$ cat src/sv/dual_rate_integral_learner_defines.svh
// Assertion macros shared by the dual-rate integral learner RTL.
// Included by files that carry concurrent checks; depends on nothing else.
`ifndef DUAL_RATE_INTEGRAL_LEARNER_DEFINES_SVH
`define DUAL_RATE_INTEGRAL_LEARNER_DEFINES_SVH

`ifndef SYNTHESIS
// Same-cycle implication, disabled while reset is asserted.
`define DRIL_ASSERT_IMP(lbl, clk, rst_n, ante, cons, msg) \
    lbl: assert property (@(posedge clk) disable iff (!rst_n) (ante) |-> (cons)) \
        else $error(msg);
// Next-cycle implication, disabled while reset is asserted.
`define DRIL_ASSERT_NXT(lbl, clk, rst_n, ante, cons, msg) \
    lbl: assert property (@(posedge clk) disable iff (!rst_n) (ante) |=> (cons)) \
        else $error(msg);
`else
`define DRIL_ASSERT_IMP(lbl, clk, rst_n, ante, cons, msg)
`define DRIL_ASSERT_NXT(lbl, clk, rst_n, ante, cons, msg)
`endif

`endif

$ cat src/sv/dril_pkg.sv
// Shared widths, register indexes and transaction types of the dual-rate
// integral learner. Has no dependencies; used by dril_step and the top level.
package dril_pkg;

    localparam int DATA_WIDTH    = 16;
    localparam int ACC_WIDTH     = 24;
    localparam int DELAY_WIDTH   = 16;
    localparam int CFG_IDX_WIDTH = 3;
    localparam int FRAC_BITS     = 12;

    // Configuration register indexes.
    typedef enum logic [CFG_IDX_WIDTH-1:0] {
        CFG_FAST_PROP_GAIN = 3'd0,
        CFG_FAST_INT_GAIN  = 3'd1,
        CFG_SLOW_PROP_GAIN = 3'd2,
        CFG_SLOW_INT_GAIN  = 3'd3,
        CFG_LOWER_LIMIT    = 3'd4,
        CFG_START_DELAY    = 3'd5,
        CFG_TWO_SIDED      = 3'd6,
        CFG_LEARNER_OFFSET = 3'd7
    } t_cfg_idx;

    // Input transaction.
    typedef struct packed {
        logic signed [DATA_WIDTH-1:0] error_in;
        logic signed [DATA_WIDTH-1:0] base_in;
    } t_in_item;

    // Result transaction.
    typedef struct packed {
        logic signed [DATA_WIDTH-1:0] control_out;
        logic signed [ACC_WIDTH-1:0]  correction;
        logic signed [ACC_WIDTH-1:0]  integral_out;
    } t_out_item;

    // Configuration register set.
    typedef struct packed {
        logic signed [DATA_WIDTH-1:0] fast_prop_gain;
        logic signed [DATA_WIDTH-1:0] fast_int_gain;
        logic signed [DATA_WIDTH-1:0] slow_prop_gain;
        logic signed [DATA_WIDTH-1:0] slow_int_gain;
        logic signed [DATA_WIDTH-1:0] lower_limit;
        logic [DELAY_WIDTH-1:0]       start_delay;
        logic                         two_sided;
        logic signed [DATA_WIDTH-1:0] learner_offset;
    } t_cfg;

    // Learner state carried from one transaction to the next.
    typedef struct packed {
        logic [DELAY_WIDTH-1:0]       tick_count;
        logic signed [DATA_WIDTH-1:0] base_level;
        logic signed [ACC_WIDTH-1:0]  integral_acc;
        logic signed [DATA_WIDTH-1:0] last_output;
    } t_state;

endpackage

$ cat src/sv/dril_step.sv
// One update step of the learner: next state and result from the current
// state, the configuration and one input transaction. Depends on dril_pkg.
module dril_step (
    input  dril_pkg::t_cfg      i_cfg,
    input  dril_pkg::t_state    i_state,
    input  dril_pkg::t_in_item  i_item,
    output dril_pkg::t_state    o_state,
    output dril_pkg::t_out_item o_result
);

    localparam int DW    = dril_pkg::DATA_WIDTH;
    localparam int AW    = dril_pkg::ACC_WIDTH;
    localparam int SUM_W = DW + AW + 2;

    localparam logic signed [SUM_W-1:0] ROUND_HALF =
        SUM_W'(1) <<< (dril_pkg::FRAC_BITS - 1);
    localparam logic signed [SUM_W-1:0] ACC_MAX = (SUM_W'(1) <<< (AW - 1)) - SUM_W'(1);
    localparam logic signed [SUM_W-1:0] ACC_MIN = -ACC_MAX - SUM_W'(1);
    localparam logic signed [AW:0]      DATA_MAX = (AW + 1)'((AW + 1)'(1) <<< (DW - 1))
                                                   - (AW + 1)'(1);

    logic                         active;
    logic signed [DW-1:0]         e_eff;
    logic signed [DW-1:0]         bl;
    logic signed [AW-1:0]         ia;
    logic signed [AW:0]           ia_sum;
    logic signed [AW-1:0]         ia_new;
    logic signed [DW:0]           gain_p;
    logic signed [DW:0]           gain_i;
    logic signed [DW+AW:0]        prod_i;
    logic signed [2*DW:0]         prod_p;
    logic signed [SUM_W-1:0]      acc_sum;
    logic signed [SUM_W-1:0]      corr_full;
    logic signed [AW-1:0]         corr;
    logic signed [AW:0]           ctl_full;
    logic signed [DW-1:0]         ctl;
    logic signed [AW-1:0]         ia_final;
    logic [dril_pkg::DELAY_WIDTH-1:0] tick_next;

    // Error gating, base relatch and integral clearing rules.
    always_comb begin
        e_eff     = i_item.error_in;
        bl        = i_state.base_level;
        ia        = i_state.integral_acc;
        tick_next = i_state.tick_count;
        active    = i_state.tick_count > i_cfg.start_delay;

        if (i_item.error_in == '0) begin
            bl = i_item.base_in;
            ia = '0;
        end

        if (active) begin
            if (i_cfg.two_sided && (e_eff <= 0) && (i_state.last_output >= bl)) begin
                e_eff = '0;
                ia    = '0;
            end
            if (!i_cfg.two_sided && (e_eff < 0)) begin
                e_eff = '0;
                ia    = '0;
            end
            if (bl == '0) begin
                ia = '0;
            end
        end else begin
            if (i_state.tick_count != '1) begin
                tick_next = i_state.tick_count + 1'b1;
            end
            bl    = i_item.base_in;
            e_eff = '0;
            ia    = '0;
        end
    end

    // Saturating integral update.
    always_comb begin
        ia_sum = (AW + 1)'(ia) + (AW + 1)'(e_eff);
        if (ia_sum[AW] != ia_sum[AW-1]) begin
            ia_new = ia_sum[AW] ? {1'b1, {(AW - 1){1'b0}}} : {1'b0, {(AW - 1){1'b1}}};
        end else begin
            ia_new = ia_sum[AW-1:0];
        end
    end

    // Combined fast and slow gains; the integral term uses the whole
    // integral, which equals the split high and low product form.
    always_comb begin
        gain_p    = (DW + 1)'(i_cfg.fast_prop_gain) + (DW + 1)'(i_cfg.slow_prop_gain);
        gain_i    = (DW + 1)'(i_cfg.fast_int_gain) + (DW + 1)'(i_cfg.slow_int_gain);
        prod_i    = gain_i * ia_new;
        prod_p    = gain_p * e_eff;
        acc_sum   = SUM_W'(prod_i) + SUM_W'(prod_p) + ROUND_HALF;
        corr_full = (acc_sum >>> dril_pkg::FRAC_BITS) + SUM_W'(i_cfg.learner_offset);
        if (corr_full > ACC_MAX) begin
            corr = ACC_MAX[AW-1:0];
        end else if (corr_full < ACC_MIN) begin
            corr = ACC_MIN[AW-1:0];
        end else begin
            corr = corr_full[AW-1:0];
        end
    end

    // Output floor with anti-windup, then saturation to the data range.
    always_comb begin
        ctl_full = (AW + 1)'(bl) - (AW + 1)'(corr);
        ia_final = ia_new;
        if (ctl_full < (AW + 1)'(i_cfg.lower_limit)) begin
            ctl      = i_cfg.lower_limit;
            ia_final = ia;
        end else if (ctl_full > DATA_MAX) begin
            ctl = DATA_MAX[DW-1:0];
        end else begin
            ctl = ctl_full[DW-1:0];
        end
    end

    assign o_state.tick_count    = tick_next;
    assign o_state.base_level    = bl;
    assign o_state.integral_acc  = ia_final;
    assign o_state.last_output   = ctl;
    assign o_result.control_out  = ctl;
    assign o_result.correction   = corr;
    assign o_result.integral_out = ia_final;

endmodule

$ cat src/sv/dual_rate_integral_learner.sv
// Top level of the dual-rate integral learner: configuration registers,
// input and result registers around dril_step. Depends on dril_pkg, dril_step
// and dual_rate_integral_learner_defines.svh.
//
// Usage:
//   Input channel i_in_valid / o_in_stall / i_in_data carries one error sample
//   and one candidate base level per transaction. Result channel o_out_valid /
//   i_out_stall / o_out_data carries control output, correction and integral.
//   A transaction moves at a rising edge with valid high and stall low.
//   The configuration port (i_cfg_we, i_cfg_idx, i_cfg_data) writes one
//   register per cycle; write it only while no transaction is in flight.
//   An accepted transaction is held in the input register, then in the result register.
//   Throughput: one transaction per cycle while the receiver does not stall.
//   The learner state feeds back around dril_step, which updates it in the
//   cycle a transaction moves from the input register to the result register.
//   When the receiver stalls, the result register holds, the input register
//   keeps one more transaction, and then o_in_stall rises.
//   Synchronous reset clears the state, empties both registers and loads the
//   register defaults (all zero, two_sided set).
`include "dual_rate_integral_learner_defines.svh"

module dual_rate_integral_learner (
    input  logic                                i_clk,
    input  logic                                i_rst_n,
    input  logic                                i_cfg_we,
    input  logic [dril_pkg::CFG_IDX_WIDTH-1:0]  i_cfg_idx,
    input  logic [dril_pkg::DATA_WIDTH-1:0]     i_cfg_data,
    input  logic                                i_in_valid,
    output logic                                o_in_stall,
    input  dril_pkg::t_in_item                  i_in_data,
    output logic                                o_out_valid,
    input  logic                                i_out_stall,
    output dril_pkg::t_out_item                 o_out_data
);

    dril_pkg::t_cfg      r_cfg;
    dril_pkg::t_state    r_state;
    dril_pkg::t_state    n_state;
    dril_pkg::t_in_item  r_in;
    dril_pkg::t_out_item r_out;
    dril_pkg::t_out_item n_out;
    logic                r_in_valid;
    logic                r_out_valid;
    logic                out_free;
    logic                advance;
    logic                in_take;

    // Handshake control of the two register stages.
    assign out_free   = !r_out_valid || !i_out_stall;
    assign advance    = r_in_valid && out_free;
    assign o_in_stall = r_in_valid && !out_free;
    assign in_take    = i_in_valid && !o_in_stall;

    // Configuration registers.
    always_ff @(posedge i_clk) begin
        if (!i_rst_n) begin
            r_cfg           <= '0;
            r_cfg.two_sided <= 1'b1;
        end else if (i_cfg_we) begin
            unique case (dril_pkg::t_cfg_idx'(i_cfg_idx))
                dril_pkg::CFG_FAST_PROP_GAIN: r_cfg.fast_prop_gain <= i_cfg_data;
                dril_pkg::CFG_FAST_INT_GAIN:  r_cfg.fast_int_gain  <= i_cfg_data;
                dril_pkg::CFG_SLOW_PROP_GAIN: r_cfg.slow_prop_gain <= i_cfg_data;
                dril_pkg::CFG_SLOW_INT_GAIN:  r_cfg.slow_int_gain  <= i_cfg_data;
                dril_pkg::CFG_LOWER_LIMIT:    r_cfg.lower_limit    <= i_cfg_data;
                dril_pkg::CFG_START_DELAY:
                    r_cfg.start_delay <= i_cfg_data[dril_pkg::DELAY_WIDTH-1:0];
                dril_pkg::CFG_TWO_SIDED:      r_cfg.two_sided      <= i_cfg_data[0];
                dril_pkg::CFG_LEARNER_OFFSET: r_cfg.learner_offset <= i_cfg_data;
                default: ;
            endcase
        end
    end

    // Update step between the input register and the result register.
    dril_step u_step (
        .i_cfg    (r_cfg),
        .i_state  (r_state),
        .i_item   (r_in),
        .o_state  (n_state),
        .o_result (n_out)
    );

    // Valid flags and learner state.
    always_ff @(posedge i_clk) begin
        if (!i_rst_n) begin
            r_in_valid  <= 1'b0;
            r_out_valid <= 1'b0;
            r_state     <= '0;
        end else begin
            if (in_take) begin
                r_in_valid <= 1'b1;
            end else if (advance) begin
                r_in_valid <= 1'b0;
            end
            if (advance) begin
                r_out_valid <= 1'b1;
                r_state     <= n_state;
            end else if (out_free) begin
                r_out_valid <= 1'b0;
            end
        end
    end

    // Payload registers.
    always_ff @(posedge i_clk) begin
        if (in_take) begin
            r_in <= i_in_data;
        end
        if (advance) begin
            r_out <= n_out;
        end
    end

    assign o_out_valid = r_out_valid;
    assign o_out_data  = r_out;

    // Checks on the stage control and the learner state.
    `DRIL_ASSERT_IMP(a_stall_needs_full, i_clk, i_rst_n, o_in_stall, r_in_valid,
        "input stall raised with an empty input register")
    `DRIL_ASSERT_NXT(a_advance_fills_out, i_clk, i_rst_n, advance, r_out_valid,
        "result register empty after a transaction advanced")
    `DRIL_ASSERT_NXT(a_output_above_floor, i_clk, i_rst_n, advance,
        $signed(r_out.control_out) >= $signed($past(r_cfg.lower_limit)),
        "control output below the lower limit")
    `DRIL_ASSERT_NXT(a_tick_monotonic, i_clk, i_rst_n, 1'b1,
        r_state.tick_count >= $past(r_state.tick_count),
        "start-delay counter went backward")
    `DRIL_ASSERT_NXT(a_stalled_result_holds, i_clk, i_rst_n,
        r_out_valid && i_out_stall, r_out_valid && $stable(r_out),
        "stalled result transaction changed or vanished")

endmodule
$ cat config.mk
export PLATFORM = sky130hd
export DESIGN_NAME = dual_rate_integral_learner
export DESIGN_NICKNAME = d
export VERILOG_FILES = /design/src/sv/dril_pkg.sv /design/src/sv/dril_step.sv /design/src/sv/dual_rate_integral_learner.sv
export VERILOG_INCLUDE_DIRS = /design/src /design/src/sv
export SDC_FILE = /design/constraint.sdc
export NUM_CORES = 2
export LEC_CHECK = 0
export BUFFER_PORTS_ARGS = -buffer_cell sky130_fd_sc_hd__buf_2
export CORE_ASPECT_RATIO = 1.4
export CORE_MARGIN = 2
export CORE_UTILIZATION = 66
export DETAILED_ROUTE_END_ITERATION = 6
export PLACE_DENSITY = 0.92
export SKIP_CTS_REPAIR_TIMING = 1
export SLEW_MARGIN = 20
export SYNTH_ARGS = -nofsm -noshare
export SYNTH_HDL_FRONTEND = slang
export SYNTH_HIERARCHICAL = 1
export SYNTH_SLANG_ARGS = --single-unit
$ cat constraint.sdc
create_clock -name i_clk -period 25.3 [get_ports i_clk]
set_input_delay 0 -clock i_clk [delete_from_list [all_inputs] [get_ports i_clk]]
set_output_delay 0 -clock i_clk [all_outputs]
set_load 0.03 [all_outputs]
==> summary.txt <==
Status
  • Status: finished with violations
  • Failing checks: hold timing, capacitance limit, slew limit

Logic synthesis
  • Post-synth EDFFs: 96
  • Mapped Nets: 6,079
  • Asr flop ratio synth: 0%
  • Yosys warns: 6
  • Sequential area share after synthesis: 14.9%
  • Post-synth top cells: inv_1, fa_1, nand2_1
  • Synth area leader: fa_1
  • Synth Flop Type: dfxtp_1
  • Post-Syn Area: 0.0445 mm²
  • Most common cell in the netlist: inv_1
  • Syn avg cell area: 9.04 µm²
  • Yosys top cell area share: 35.3%
  • Ranking of synthesized cells by area: fa_1, ha_1, dfxtp_1
  • Post-synthesis cell count: 4,922
  • Post-synthesis sequential element count: 283
  • Synth cell types: 96

Hold path
  • Startpoint of the most critical hold path: i_cfg_data[9]
  • WHS Endpoint: r_cfg[90]$_SDFFE_PN0P_
  • Worst hold path type: in -> reg
  • WHS Path Cells: 3

Die
  • # rows: 112
  • Die area: 0.0695 mm²
  • Initial Util: 66.7%
  • Io pins: 122
  • Die H: 311 µm
  • Die W: 223 µm
  • Core Box Area: 0.0667 mm²

STA
  • Period minus WS final: 24.49 ns
  • Slew at the pin with the worst max-slew slack: 2.32 ns
  • Fin. Hold Viols: 7
  • Max Freq: 40.8 MHz
  • Final period util: 96.8%
  • Slew Limit Fails: 4
  • Clock skew: 0.0310 ns
  • Setup violators final: 0
  • Max-slew headroom: -58.4%
  • Fin worst setup slack: 0.808 ns
  • Hold_ws: -0.0110 ns

Cells and area
  • Fraction of layout cells with a size suffix above 1: 7.86%
  • Final net count: 6,158
  • Design area: 0.0480 mm²
  • Layout Cells excl Fill: 5,882
  • P&R area growth vs syn: 7.75%

Setup path
  • CP required: 25.80 ns
  • FF-to-FF setup slack: 0.81 ns
  • CP startpoint kind: flop
  • Maximum fanout along the worst path: 48
  • Terminus of the critical flop-to-flop path: r_state[29]$_SDFFE_PN0P_
  • Cells on worst reg2reg path: 103
  • Slowest-stage cell, CP: a2111oi_0
  • CP delay by family, top: compound AO/OA/AOI/OAI gates
  • CP startpoint: r_in[19]$_DFFE_PP_
  • Critical path arrival: 24.99 ns
  • Max incr delay on CP: 1.83 ns
  • RR Startpoint: r_in[19]$_DFFE_PP_
  • Kind of critical path: reg -> reg
  • Critical Path End Type: flop
  • CP Buf/Inv Count: 18

Route
  • Via count: 36,500
  • DRC: 0
  • First-pass DRT Iterations: 6
  • Vias per cell: 6.21
  • Final wirelength: 140,000 µm
  • Routed Antenna Nets: 0
  • Wire per inst: 23.7 µm
  • DRT iter0 DRCs: 3,399

Global route
  • First-pass GRT wire length: 215,000 µm
  • Largest net degree at the start of global routing: 176
  • Vias in the first global route: 39,400
  • Grt ovf: 0
  • Global Route Usage Sum: 40.8%
  • Initial antenna violation count: 7

Placement
  • Final HPWL DP: 107,000 µm
  • Dpl cell area: 0.0460 mm²
  • IO buf count: 121
  • GPL Wtd Cong: 1.06
  • Pre-CTS WS: -0.348 ns
  • Post-Place Cells: 5,762

CTS
  • Maximum buffer depth of the clock tree: 3
  • TritonCTS clock tree: done
  • CTS Buf Count: 34
  • CTS sink cnt: 283
  • H-tree levels: 2
  • Clk Latency, worst-skew pair: 0.58 ns
  • Clock slew at reported path FFs: 0.06 ns
  • CTS root buf: clkbuf_16

Power and ir drop
  • PwrDens: 137 mW/mm²
  • Leakage power: 22.5 nW
  • Total power: 6.55 mW
  • Worst vdd ir: 0.365 mV

Flow run
  • Max cap viols: 1
-- layout make-up --
type                    instances  area (µm²)
well taps                     855        1070
flip-flops and latches        283        6630
clock buffers                  45        1010
inverters                     954        3580
repair buffers                267        1850
diodes                          2        5.00
clock inverters                15         164
fillers                      4499       18800
multi-input cells            3461       33600
-- layer usage --
layer | track usage [%] | wire (µm) | vias to the layer above
li1 | - | - | 15400
met5 | 0 | 29 | -
met1 | 42.9 | 43400 | 17800
met3 | 11.5 | 14300 | 943
met4 | 37.8 | 16700 | 4
met2 | 65.8 | 65200 | 2314
-- per-stage QoR --
stage / TNS (ns) / utilization, %
2_1_floorplan: 0 / -
3_3_place_gp: 0 / 68.9
3_5_place_dp: -9.09 / 68.9
4_1_cts: -17.80 / 70.7
5_1_grt: -0.770 / 71.9
6_report: 0 / 71.9
-- layout by cell type (no fill, tap or decap), types with 29 or more instances in the layout --
master	n
dlygate4sd3_1	40
nand2_1	615
fa_1	783
mux2i_1	204
ha_1	313
nor2b_1	62
xnor2_1	109
nand3_1	36
and2_1	51
edfxtp_1	96
buf_2	120
nand4_1	29
buf_4	100
xor2_1	33
o21bai_1	33
nor3_1	29
o21ai_0	95
inv_1	952
nand2b_1	91
a21o_1	59
dfxtp_1	187
nor2_1	447
a21oi_1	137
clkbuf_16	38
-- power breakdown --
group / internal (mW) / switching, mW
Combinational: 1.92 / 3.39
Clock: 0.297 / 0.220
Sequential: 0.676 / 0.0501
Total: 2.89 / 3.66
-- registers in the layout, indices dropped and copies added (netlist names) --
name and flops:
r_in_valid 1, r_state 72, r_in 32, r_cfg 113, o_out_data 64, o_out_valid 1
-- worst max-delay path by stage --
stage | cells past startpoint | endpoint
2_1_floorplan | 114 | r_state[10]$_SDFFE_PN0P_
3_3_place_gp | 107 | r_state[1]$_SDFFE_PN0P_
3_5_place_dp | 108 | r_state[1]$_SDFFE_PN0P_
4_1_cts | 111 | r_state[5]$_SDFFE_PN0P_
5_1_grt | 111 | r_state[14]$_SDFFE_PN0P_
6_report | 103 | r_state[29]$_SDFFE_PN0P_
-- worst min-delay path: cells and delay by family --
kind          cells  cell delay [ns]
simple gates      1             0.29
mux               1             0.12
buf+inv           1             0.11
-- cells by family after synthesis --
group / Yosys count / share of synthesized area (%)
AND/OR/NAND/NOR: 1462 / 14.7
buffers and inverters: 1181 / 10.5
adder cells (fa/ha/maj): 1101 / 44.2
AO/OA/AOI/OAI: 527 / 7.85
flip-flops: 283 / 14.9
multiplexers: 212 / 4.79
XOR/XNOR: 156 / 3.10
Note: power is estimated with default switching activity, not from simulation.
